<file path="src/hw/rtl/fwlr_pkg.sv">
`timescale 1ns / 1ps
`default_nettype none

package fwlr_pkg;

  localparam int BLK_W   = 14;
  localparam int BASE_W  = 17;
  localparam int ADDR_W  = 21;
  localparam int CNT_W   = 13;
  localparam int ENTRY_W = 16;

  localparam logic [1:0] OP_READ  = 2'd0;
  localparam logic [1:0] OP_WRITE = 2'd1;
  localparam logic [1:0] OP_FILL  = 2'd2;

  localparam logic [2:0] CMD_RD_MAP   = 3'd0;
  localparam logic [2:0] CMD_RD_DATA  = 3'd1;
  localparam logic [2:0] CMD_WR_ENTRY = 3'd2;
  localparam logic [2:0] CMD_ERASE    = 3'd3;
  localparam logic [2:0] CMD_WR_DATA  = 3'd4;
  localparam logic [2:0] CMD_WR_BLANK = 3'd5;

  localparam logic [ENTRY_W-1:0] FREE_ENTRY = 16'hFFFF;

  typedef struct packed {
    logic [1:0]       operation;
    logic [BLK_W-1:0] logical_block;
    logic [4:0]       fill_index;
    logic [15:0]      fill_value;
  } item_t;

  typedef struct packed {
    logic [2:0]         command;
    logic [ADDR_W-1:0]  flash_address;
    logic [CNT_W-1:0]   byte_count;
    logic [ENTRY_W-1:0] entry_value;
    logic               last;
  } cmd_t;

  typedef struct packed {
    logic [2:0]        command;
    logic [BASE_W-1:0] block;
  } cmd_ent_t;

endpackage

`default_nettype wire

</file>
<file path="src/hw/rtl/flash_wear_level_remapper_top.sv">
`timescale 1ns / 1ps
`default_nettype none
// Flash wear-leveling block remapper.
// Channel item (item_valid/item_ready/item) carries read requests, write
// requests and map word fills; channel cmd (cmd_valid/cmd_ready/cmd) carries
// the flash commands, one transaction each, with last set on the final
// command caused by an item. Each item produces zero to four commands.
// A request for a group whose map is not loaded passes DIVQ and ROUTE, then
// EMIT loads its map read into the output register and the input is freed;
// fills are written in IDLE. A request against a loaded map scans the
// PAGE_BLOCKS-1 slot entries of the map memory one per cycle over its single
// read port, as does the last fill, before SCAN_END, DECIDE and EMIT; each
// command waits in EMIT for the output register. A write that finds no free
// slot adds a CLEAR pass that rewrites every entry of the map memory.
// item_ready is high only while no item is in work. Commands leave through
// an output register; when the receiver stalls, the command holds and the
// next one waits. Reset clears the loaded and held flags and the map base;
// map memory contents are undefined until filled.
module flash_wear_level_remapper_top #(
  parameter int BLOCK_BYTES  = 128,
  parameter int PAGE_BLOCKS  = 32,
  parameter int GROUP_BLOCKS = 2048,
  parameter int FLASH_BLOCKS = 16384
) (
  input  wire logic            clk,
  input  wire logic            rst,
  input  wire logic            item_valid,
  output logic                 item_ready,
  input  wire fwlr_pkg::item_t item,
  output logic                 cmd_valid,
  input  wire logic            cmd_ready,
  output fwlr_pkg::cmd_t       cmd
);

  localparam int SW      = $clog2(PAGE_BLOCKS);
  localparam int BW      = fwlr_pkg::BASE_W;
  localparam int Q_DEPTH = ((1 << fwlr_pkg::BLK_W) - 1) / GROUP_BLOCKS + 1;
  localparam int QW      = (Q_DEPTH > 1) ? $clog2(Q_DEPTH) : 1;
  localparam int Q_ENT   = 1 << QW;
  localparam int DIV_S   = fwlr_pkg::BLK_W + $clog2(GROUP_BLOCKS);
  localparam logic [15:0] DIV_M =
    16'(((64'd1 << DIV_S) + 64'(GROUP_BLOCKS) - 64'd1) / 64'(GROUP_BLOCKS));
  localparam logic [fwlr_pkg::CNT_W-1:0] BLK_CNT = fwlr_pkg::CNT_W'(BLOCK_BYTES);
  localparam logic [fwlr_pkg::CNT_W-1:0] ERASE_CNT =
    fwlr_pkg::CNT_W'(PAGE_BLOCKS * BLOCK_BYTES);
  localparam logic [SW-1:0] LAST_SLOT = SW'(PAGE_BLOCKS - 1);

  typedef enum logic [7:0] {
    IDLE     = 8'b0000_0001,
    DIVQ     = 8'b0000_0010,
    ROUTE    = 8'b0000_0100,
    SCAN     = 8'b0000_1000,
    SCAN_END = 8'b0001_0000,
    DECIDE   = 8'b0010_0000,
    CLEAR    = 8'b0100_0000,
    EMIT     = 8'b1000_0000
  } state_t;

  state_t state;

  logic [15:0] slot_mem [PAGE_BLOCKS];
  logic        mem_we;
  logic [SW-1:0] mem_wa;
  logic [15:0] mem_wd;
  logic [15:0] rd_data;
  logic        rd_vld;
  logic [SW-1:0] rd_idx;
  logic [SW-1:0] chk_idx;
  logic [SW-1:0] clr_idx;

  logic        map_loaded;
  logic [BW-1:0] map_base;
  logic [SW-1:0] map_mod;
  logic        held_valid;
  logic        held_write;
  logic [fwlr_pkg::BLK_W-1:0] held_block;
  logic [QW-1:0] q_reg;
  logic        found;
  logic [SW-1:0] slot;

  fwlr_pkg::cmd_ent_t list [4];
  fwlr_pkg::cmd_ent_t list_new [4];
  logic [2:0]  list_n;
  logic [2:0]  cnt;
  logic [1:0]  emit_idx;

  logic [BW-1:0] base_tab [Q_ENT];
  logic [SW-1:0] mod_tab [Q_ENT];

  for (genvar g = 0; g < Q_ENT; g++) begin : g_tab
    assign base_tab[g] = BW'((g + 1) * GROUP_BLOCKS - PAGE_BLOCKS);
    assign mod_tab[g]  = SW'(((g + 1) * GROUP_BLOCKS) % PAGE_BLOCKS);
  end

  logic        item_fire;
  logic        is_req;
  logic        fill_ok;
  logic [29:0] div_prod;
  logic        hit;
  logic [SW-1:0] slot_w;
  logic [BW-1:0] slot_blk;
  logic        erase_d;
  logic        out_free;
  fwlr_pkg::cmd_ent_t ent;
  logic [29:0] addr_prod;

  assign item_ready = (state == IDLE);
  assign item_fire  = item_valid && item_ready;
  assign is_req     = (item.operation == fwlr_pkg::OP_READ ||
                       item.operation == fwlr_pkg::OP_WRITE) &&
                      (32'(item.logical_block) < FLASH_BLOCKS);
  assign fill_ok    = (item.operation == fwlr_pkg::OP_FILL) && held_valid &&
                      (32'(item.fill_index) < PAGE_BLOCKS);
  assign div_prod   = 30'(held_block) * 30'(DIV_M);
  assign hit        = map_loaded && !held_valid && (base_tab[q_reg] == map_base);
  assign slot_w     = found ? slot : SW'(1);
  assign slot_blk   = map_base + BW'(slot_w);
  assign erase_d    = ({1'b0, map_mod} + {1'b0, slot_w}) == (SW + 1)'(PAGE_BLOCKS);
  assign out_free   = !cmd_valid || cmd_ready;
  assign ent        = list[emit_idx];
  assign addr_prod  = 30'(ent.block) * 30'(BLOCK_BYTES);

  always_comb begin
    for (int k = 0; k < 4; k++) begin
      list_new[k] = '{command: fwlr_pkg::CMD_RD_DATA, block: '0};
    end
    cnt = 3'd0;
    if (!held_write) begin
      list_new[0] = '{command: fwlr_pkg::CMD_RD_DATA,
                      block: found ? slot_blk : BW'(held_block)};
      cnt = 3'd1;
    end else begin
      if (!found && (map_mod == '0)) begin
        list_new[cnt[1:0]] = '{command: fwlr_pkg::CMD_ERASE, block: map_base};
        cnt = cnt + 3'd1;
      end
      if (!found) begin
        list_new[cnt[1:0]] = '{command: fwlr_pkg::CMD_WR_BLANK, block: map_base};
        cnt = cnt + 3'd1;
      end
      list_new[cnt[1:0]] = '{command: fwlr_pkg::CMD_WR_ENTRY, block: map_base};
      cnt = cnt + 3'd1;
      if (erase_d) begin
        list_new[cnt[1:0]] = '{command: fwlr_pkg::CMD_ERASE, block: slot_blk};
        cnt = cnt + 3'd1;
      end
      list_new[cnt[1:0]] = '{command: fwlr_pkg::CMD_WR_DATA, block: slot_blk};
      cnt = cnt + 3'd1;
    end
  end

  always_comb begin
    mem_we = 1'b0;
    mem_wa = '0;
    mem_wd = fwlr_pkg::FREE_ENTRY;
    unique case (state)
      IDLE: begin
        mem_we = item_fire && fill_ok;
        mem_wa = SW'(item.fill_index);
        mem_wd = item.fill_value;
      end
      DECIDE: begin
        mem_we = held_write && found;
        mem_wa = slot;
        mem_wd = 16'(held_block);
      end
      CLEAR: begin
        mem_we = 1'b1;
        mem_wa = clr_idx;
        mem_wd = (clr_idx == SW'(1)) ? 16'(held_block) : fwlr_pkg::FREE_ENTRY;
      end
      default: begin
        mem_we = 1'b0;
      end
    endcase
  end

  always_ff @(posedge clk) begin
    if (mem_we) begin
      slot_mem[mem_wa] <= mem_wd;
    end
    rd_data <= slot_mem[rd_idx];
  end

  always_ff @(posedge clk) begin
    if (rst) begin
      state      <= IDLE;
      cmd_valid  <= 1'b0;
      held_valid <= 1'b0;
      held_write <= 1'b0;
      held_block <= '0;
      map_loaded <= 1'b0;
      map_base   <= '0;
      map_mod    <= '0;
      rd_vld     <= 1'b0;
    end else begin
      if (state == EMIT && out_free) begin
        cmd_valid <= 1'b1;
      end else if (cmd_ready) begin
        cmd_valid <= 1'b0;
      end
      if (rd_vld) begin
        if (held_write) begin
          if (rd_data == fwlr_pkg::FREE_ENTRY && !found) begin
            found <= 1'b1;
            slot  <= chk_idx;
          end
        end else if (rd_data == 16'(held_block)) begin
          found <= 1'b1;
          slot  <= chk_idx;
        end
      end
      unique case (state)
        IDLE: begin
          rd_vld <= 1'b0;
          if (item_fire) begin
            if (fill_ok && (32'(item.fill_index) == PAGE_BLOCKS - 1)) begin
              held_valid <= 1'b0;
              map_loaded <= 1'b1;
              found      <= 1'b0;
              rd_idx     <= SW'(1);
              state      <= SCAN;
            end else if (is_req) begin
              held_block <= item.logical_block;
              held_write <= (item.operation == fwlr_pkg::OP_WRITE);
              state      <= DIVQ;
            end
          end
        end
        DIVQ: begin
          q_reg <= QW'(div_prod >> DIV_S);
          state <= ROUTE;
        end
        ROUTE: begin
          emit_idx <= '0;
          if (hit) begin
            found  <= 1'b0;
            rd_idx <= SW'(1);
            state  <= SCAN;
          end else begin
            map_base   <= base_tab[q_reg];
            map_mod    <= mod_tab[q_reg];
            map_loaded <= 1'b0;
            held_valid <= 1'b1;
            list[0]    <= '{command: fwlr_pkg::CMD_RD_MAP, block: base_tab[q_reg]};
            list_n     <= 3'd1;
            state      <= EMIT;
          end
        end
        SCAN: begin
          rd_vld  <= 1'b1;
          chk_idx <= rd_idx;
          if (rd_idx == LAST_SLOT) begin
            state <= SCAN_END;
          end else begin
            rd_idx <= rd_idx + SW'(1);
          end
        end
        SCAN_END: begin
          rd_vld <= 1'b0;
          state  <= DECIDE;
        end
        DECIDE: begin
          list     <= list_new;
          list_n   <= cnt;
          emit_idx <= '0;
          slot     <= slot_w;
          clr_idx  <= '0;
          state    <= (held_write && !found) ? CLEAR : EMIT;
        end
        CLEAR: begin
          if (clr_idx == LAST_SLOT) begin
            state <= EMIT;
          end else begin
            clr_idx <= clr_idx + SW'(1);
          end
        end
        EMIT: begin
          if (out_free) begin
            emit_idx <= emit_idx + 2'd1;
            if ({1'b0, emit_idx} == list_n - 3'd1) begin
              state <= IDLE;
            end
          end
        end
        default: begin
          state <= IDLE;
        end
      endcase
    end
  end

  always_ff @(posedge clk) begin
    if (state == EMIT && out_free) begin
      cmd.command     <= ent.command;
      cmd.entry_value <= (ent.command == fwlr_pkg::CMD_WR_ENTRY) ? 16'(held_block) : '0;
      cmd.last        <= ({1'b0, emit_idx} == list_n - 3'd1);
      case (ent.command)
        fwlr_pkg::CMD_WR_ENTRY: begin
          cmd.flash_address <= fwlr_pkg::ADDR_W'(addr_prod) +
                               fwlr_pkg::ADDR_W'({slot, 1'b0});
          cmd.byte_count    <= fwlr_pkg::CNT_W'(2);
        end
        fwlr_pkg::CMD_ERASE: begin
          cmd.flash_address <= fwlr_pkg::ADDR_W'(addr_prod);
          cmd.byte_count    <= ERASE_CNT;
        end
        default: begin
          cmd.flash_address <= fwlr_pkg::ADDR_W'(addr_prod);
          cmd.byte_count    <= BLK_CNT;
        end
      endcase
    end
  end

endmodule

`default_nettype wire

</file>
<file path="config.mk">
export PLATFORM = sky130hd
export DESIGN_NAME = flash_wear_level_remapper_top
export DESIGN_NICKNAME = d
export VERILOG_FILES = /design/src/hw/rtl/fwlr_pkg.sv /design/src/hw/rtl/flash_wear_level_remapper_top.sv
export SDC_FILE = /design/constraint.sdc
export NUM_CORES = 1
export LEC_CHECK = 0
export ABC_AREA = 1
export BUFFER_PORTS_ARGS = -buffer_cell sky130_fd_sc_hd__buf_2
export CAP_MARGIN = 10
export CORE_MARGIN = 2
export CORE_UTILIZATION = 50
export DETAILED_ROUTE_END_ITERATION = 12
export PLACE_DENSITY_LB_ADDON = 0.08
export SETUP_SLACK_MARGIN = 0.1
export SLEW_MARGIN = 20
export SYNTH_ARGS = -nofsm -noshare
export SYNTH_HDL_FRONTEND = slang
export SYNTH_SLANG_ARGS = --single-unit
</file>
<file path="constraint.sdc">
create_clock -name clk -period 3.57 [get_ports clk]
set_input_delay 0.357 -clock clk [delete_from_list [all_inputs] [get_ports clk]]
set_output_delay 0.357 -clock clk [all_outputs]
set_load 0.005 [all_outputs]
</file>
; ---- After elaboration in Yosys (flattened, before gate mapping)
; Memory sizes are Yosys's and may differ from the RTL's. A register that Yosys moved wholly into a read port is not among the register bits.
; Index checks and enable logic that the tools add are counted.
[totals]
latch_bits = 0
rom_bits = 176
mem_count = 3
ff_bits = 207
output_inout_bits = 56
ram_bits = 512
[classes]
add_sub_neg = 11
n_lt_le_gt_ge = 10
div_mod_pow = 0
multipliers = 0
n_shift = 0
n_eq_ne = 33
n_reduce_logical = 45
n_mux = 87
n_bitwise = 9
[memory_table]
columns = name, words, width, rd, rd_ports_with_merged_regs, wr, line
row1 = slot_mem, 32, 16, 1, 1, 1, flash_wear_level_remapper_top.sv:61  ; logic [15:0] slot_mem [PAGE_BLOCKS];
row2 = (no name shown), 8, 17, 1, 0, 0, flash_wear_level_remapper_top.sv:245  ; list[0] <= '{command: fwlr_pkg::CMD_RD_MAP, block: base_tab[q_reg]};
row3 = (no name shown), 8, 5, 1, 1, 0, flash_wear_level_remapper_top.sv:242  ; map_mod <= mod_tab[q_reg];
[ops]
columns = op, count
row1 = $bwmux W80, 4
row2 = $mux W80, 4
row3 = $mux W20, 9
row4 = $demux W20 S2, 4
row5 = $mux W8, 9
row6 = $pmux W34 S2, 1
row7 = $pmux W8 S8, 1
row8 = $mux W5, 11
row9 = $mux W17, 3
row10 = $pmux W16 S3, 1
row11 = $bmux W20 S2, 1
row12 = $pmux W20 S2, 1
row13 = $pmux W5 S3, 2
row14 = $add A21 B6 Y21, 1
row15 = $mux W3, 7
row16 = $mux W19, 1
row17 = $mux W1, 18
row18 = $add A17 B5 Y17, 1
row19 = $eq A17 B17 Y1, 1
row20 = $eq A16 B14 Y1, 1
row21 = $eq A16 B16 Y1 const B, 1
row22 = $mux W16, 1
row23 = $ne A2 B2 Y1 const B, 8
row24 = $eq A5 B5 Y1 const B, 3
row25 = 45 further kinds, 101

; ---- Longest topological paths before layout
[depth]
word_depth = 19
mapped_depth = 12

; ---- Worst setup path after synthesis
; Ideal clock, no wire load.
[synth_path]
path_type = reg2reg
start = register state[0]
end = register cmd[0] in the netlist's numbering, enable pin
period_less_slack_ns = 2.955
path_stages_with_launch = 6
t_required_ns = 3.131
arrival_time_ns = 2.517
setup_slack_ns = 0.615
cell_sequence = dfxtp_1 nor2_4 nand2_2 inv_2 nand2_1 nor2_1
[synth_between]
elab_chain_len = 2
[synth_lines]
columns = element, line
row1 = "start, declared", flash_wear_level_remapper_top.sv:59  ; state_t state;
row2 = "start signal, assigned", flash_wear_level_remapper_top.sv:269  ; state <= (held_write && !found) ? CLEAR : EMIT;
row3 = $eq A8 B8 Y1, flash_wear_level_remapper_top.sv:294  ; if (state == EMIT && out_free) begin
row4 = $logic_and A1 B1 Y1, flash_wear_level_remapper_top.sv:294
row5 = "end, declared", flash_wear_level_remapper_top.sv:32  ; output fwlr_pkg::cmd_t cmd
; No other way between the ends.
; A chain may end at the register's enable or synchronous reset.

==> run metrics <==
hold wc startpoint item[26]; ratio of cells with drive above 1 in the final layout 12.9%; Initial Utilization approximately 50%; WL/cell between 20 and 25 µm; 1st-iter DRT viols around 1900; Tmin final ~2600 ps; Final period util between 70% and 80%; share of the synthesized area in the top cell type 68.1%; num ports 97; Core Area approximately 54000 µm²; initial antenna violation count 0; H-tree depth 3; Syn Inst Count ~2300; Largest register FFs 512; global-route wire length before repair between 100000 and 150000 µm; origin of the worst setup path rd_idx[0]$_SDFFCE_PN1P_; DR DRC count 0; RSZ-0062 raised after global routing no; top flop regs slot_mem (512), cmd (40), list (38); Synth area leaders edfxtp_1 (68%), nor2_1 (5.3%), o21ai_0 (5.0%), nand2_1 (4.7%), dfxtp_1 (3.4%); flops & latches, synth approximately 670; Net Sw Frac 33.0%; slowest CP cell buf_4; Hold Crit Class in2reg; vias per cell roughly 5.7; Top reg by flops slot_mem; nets@finish about 2500; cell area after synthesis ~27000 µm²; Peak VDD IR 0.000464 V; WHS slightly below 60 ps; Crit Reg-Reg Startpoint rd_idx[0]$_SDFFCE_PN1P_; Leak Pwr 10.7 nW; WS Path Type reg2reg; clk buf depth 3; Slew Limit Fails 0; Seq/Total Area, Yosys ~70%; Placer Congestion approximately 0.9; Place WS 1030 ps; port bufs 82; Switch Pwr around 0.0079 W; CTS tree built; Slew headroom around two fifths; via count between 15000 and 20000; setup repair bufs after CTS 0; MaxCap Viol Count 0; Fin Clk Skew approximately 20 ps; post-cts resize count 0; via count of the first global-routing pass 17200; kind of end point of the critical path register; WP data arrival ~3100 ps; setup_tns 0 ps; Syn-to-layout area delta 12.7%; area leader, netlist edfxtp_1; Critical Path Max Stage Delay between 500 and 600 ps; die area 56500 µm²; Critical Path, Cell by Cell buf_12 > buf_4 > o21ai_0 > o22ai_1 > nand2_1 > nand3_1 > nand3_1 > nand2_1; CP Buf/Inv Count 2; Mapped Avg Cell Area approximately 12 µm²; routed wire length roughly 70000 µm; most frequent cell after synthesis edfxtp_1; fraction of registers with async set or reset after synthesis 0%; FP Rows 85; final setup violation count 0; Power, Total roughly 0.024 W; final hold violations 0; crit start category register; hold buffer count at CTS 0; clk_lat worst skew approximately 600 ps; clk slew on worst S/H paths approximately 60 ps; Power Internal 0.0160 W; CTS sink count 666; number of synthesized flops with an enable pin 619; Clk pwr share approximately 30%; Slew @ Worst Pin around 900 ps; post-DP HPWL 42400 µm; delay-heaviest family, CP buffers and inverters; status finished, final reports clean; Comb power frac roughly 25%; largest net degree at the start of global routing between 100 and 150; Primary FF master, synth edfxtp_1; Ant. Diodes 0; die width 238 µm; synth cell count leaders edfxtp_1 (619), nor2_1 (387), nand2_1 (344); Cell Pwr Density 778 nW/µm²; DR pass1 iterations 6; sequential power share 45.5%; grt total ovfl 0; synth unique cells 48; WP data required between 4000 and 5000 ps; flop2flop setup slack roughly 990 ps; fmax around 0.39 GHz; Clock Root Buffer clkbuf_16; Synth Warn # 0; CTS Buf Count 69; die height 238 µm; final worst slack 993 ps; worst-path fanout max slightly above 100; Post-DRT Antenna Nets 0; GRT Total Usage between 20% and 30%
final timing paths:
| kind | to | cells past startpoint |
|---|---|---|
| hold reg to reg | map_loaded$_SDFFE_PP0P_ | 2 |
| hold / removal | held_block[5]$_SDFFE_PP0P_ | 3 |
| setup reg to reg | rd_data[9]$_DFF_P_ | 8 |
| setup / recovery | rd_data[9]$_DFF_P_ | 8 |
cells by family (layout without fill, tap and decap cells):
family	count (synthesis)	count (layout)	share of synthesized area (%)
simple gates	912	912	14.1
flops	666	666	71.6
compound gates	484	484	9.78
buf+inv	248	389	4.23
fa+ha+maj	6	6	0.275
other cells	1	18	0.0137
xor+xnor	1	1	0.0321
metal layers:
| metal | GRT usage [%] | part of all wire [%] | wire length, µm |
|---|---|---|---|
| met5 | 0 | 0 | 0 |
| met2 | 39.8 | 47 | 32800 |
| met1 | 35.6 | 44 | 30800 |
| met3 | 3.21 | 6.6 | 4620 |
| met4 | 9.17 | 2.9 | 2070 |
tightest hold or removal path, stage by stage:
cell	delay, ps
buf_2	90
o21ai_0	80
a21oi_1	100
stage by stage:
step	util, %	area [µm²]	std cells
2_1_floorplan	-	27400	2335
3_3_place_gp	52.9	28500	3049
3_5_place_dp	52.9	28500	3049
4_1_cts	57.0	30700	3172
5_1_grt	57.0	30700	3172
6_report	57.0	30700	3172
cells in the final DEF (no fill, tap or decap), drive strengths merged, types with 28 or more instances in the layout:
cell type    n
nand2      356
clkinv      28
o22ai      113
inv        114
o21ai      310
buf        156
edfxtp     619
nor2       414
dfxtp       47
a21oi       33
clkbuf      84
nand3      128
cell type report:
| type | count | area [µm²] |
|---|---|---|
| Clock buffer | 84 | 1830 |
| Clock inverter | 39 | 369 |
| Fill cell | 4487 | 23200 |
| Inverter | 110 | 427 |
| Multi-Input combinational cell | 1421 | 6690 |
| Sequential cell | 666 | 19500 |
| Tap cell | 696 | 871 |
| Timing Repair Buffer | 156 | 1040 |
power groups by stage:
stage / sequential, W / clock [W] / combinational, W
floorplan: 0.0109 / 0 / 0.00322
global placement: 0.0110 / 0 / 0.00580
detailed placement: 0.0110 / 0 / 0.00591
CTS: 0.0109 / 0.00722 / 0.00594
global route: 0.0109 / 0.00751 / 0.00647
finish: 0.0109 / 0.00709 / 0.00594
No activity file was read; power rests on OpenSTA's default activity.
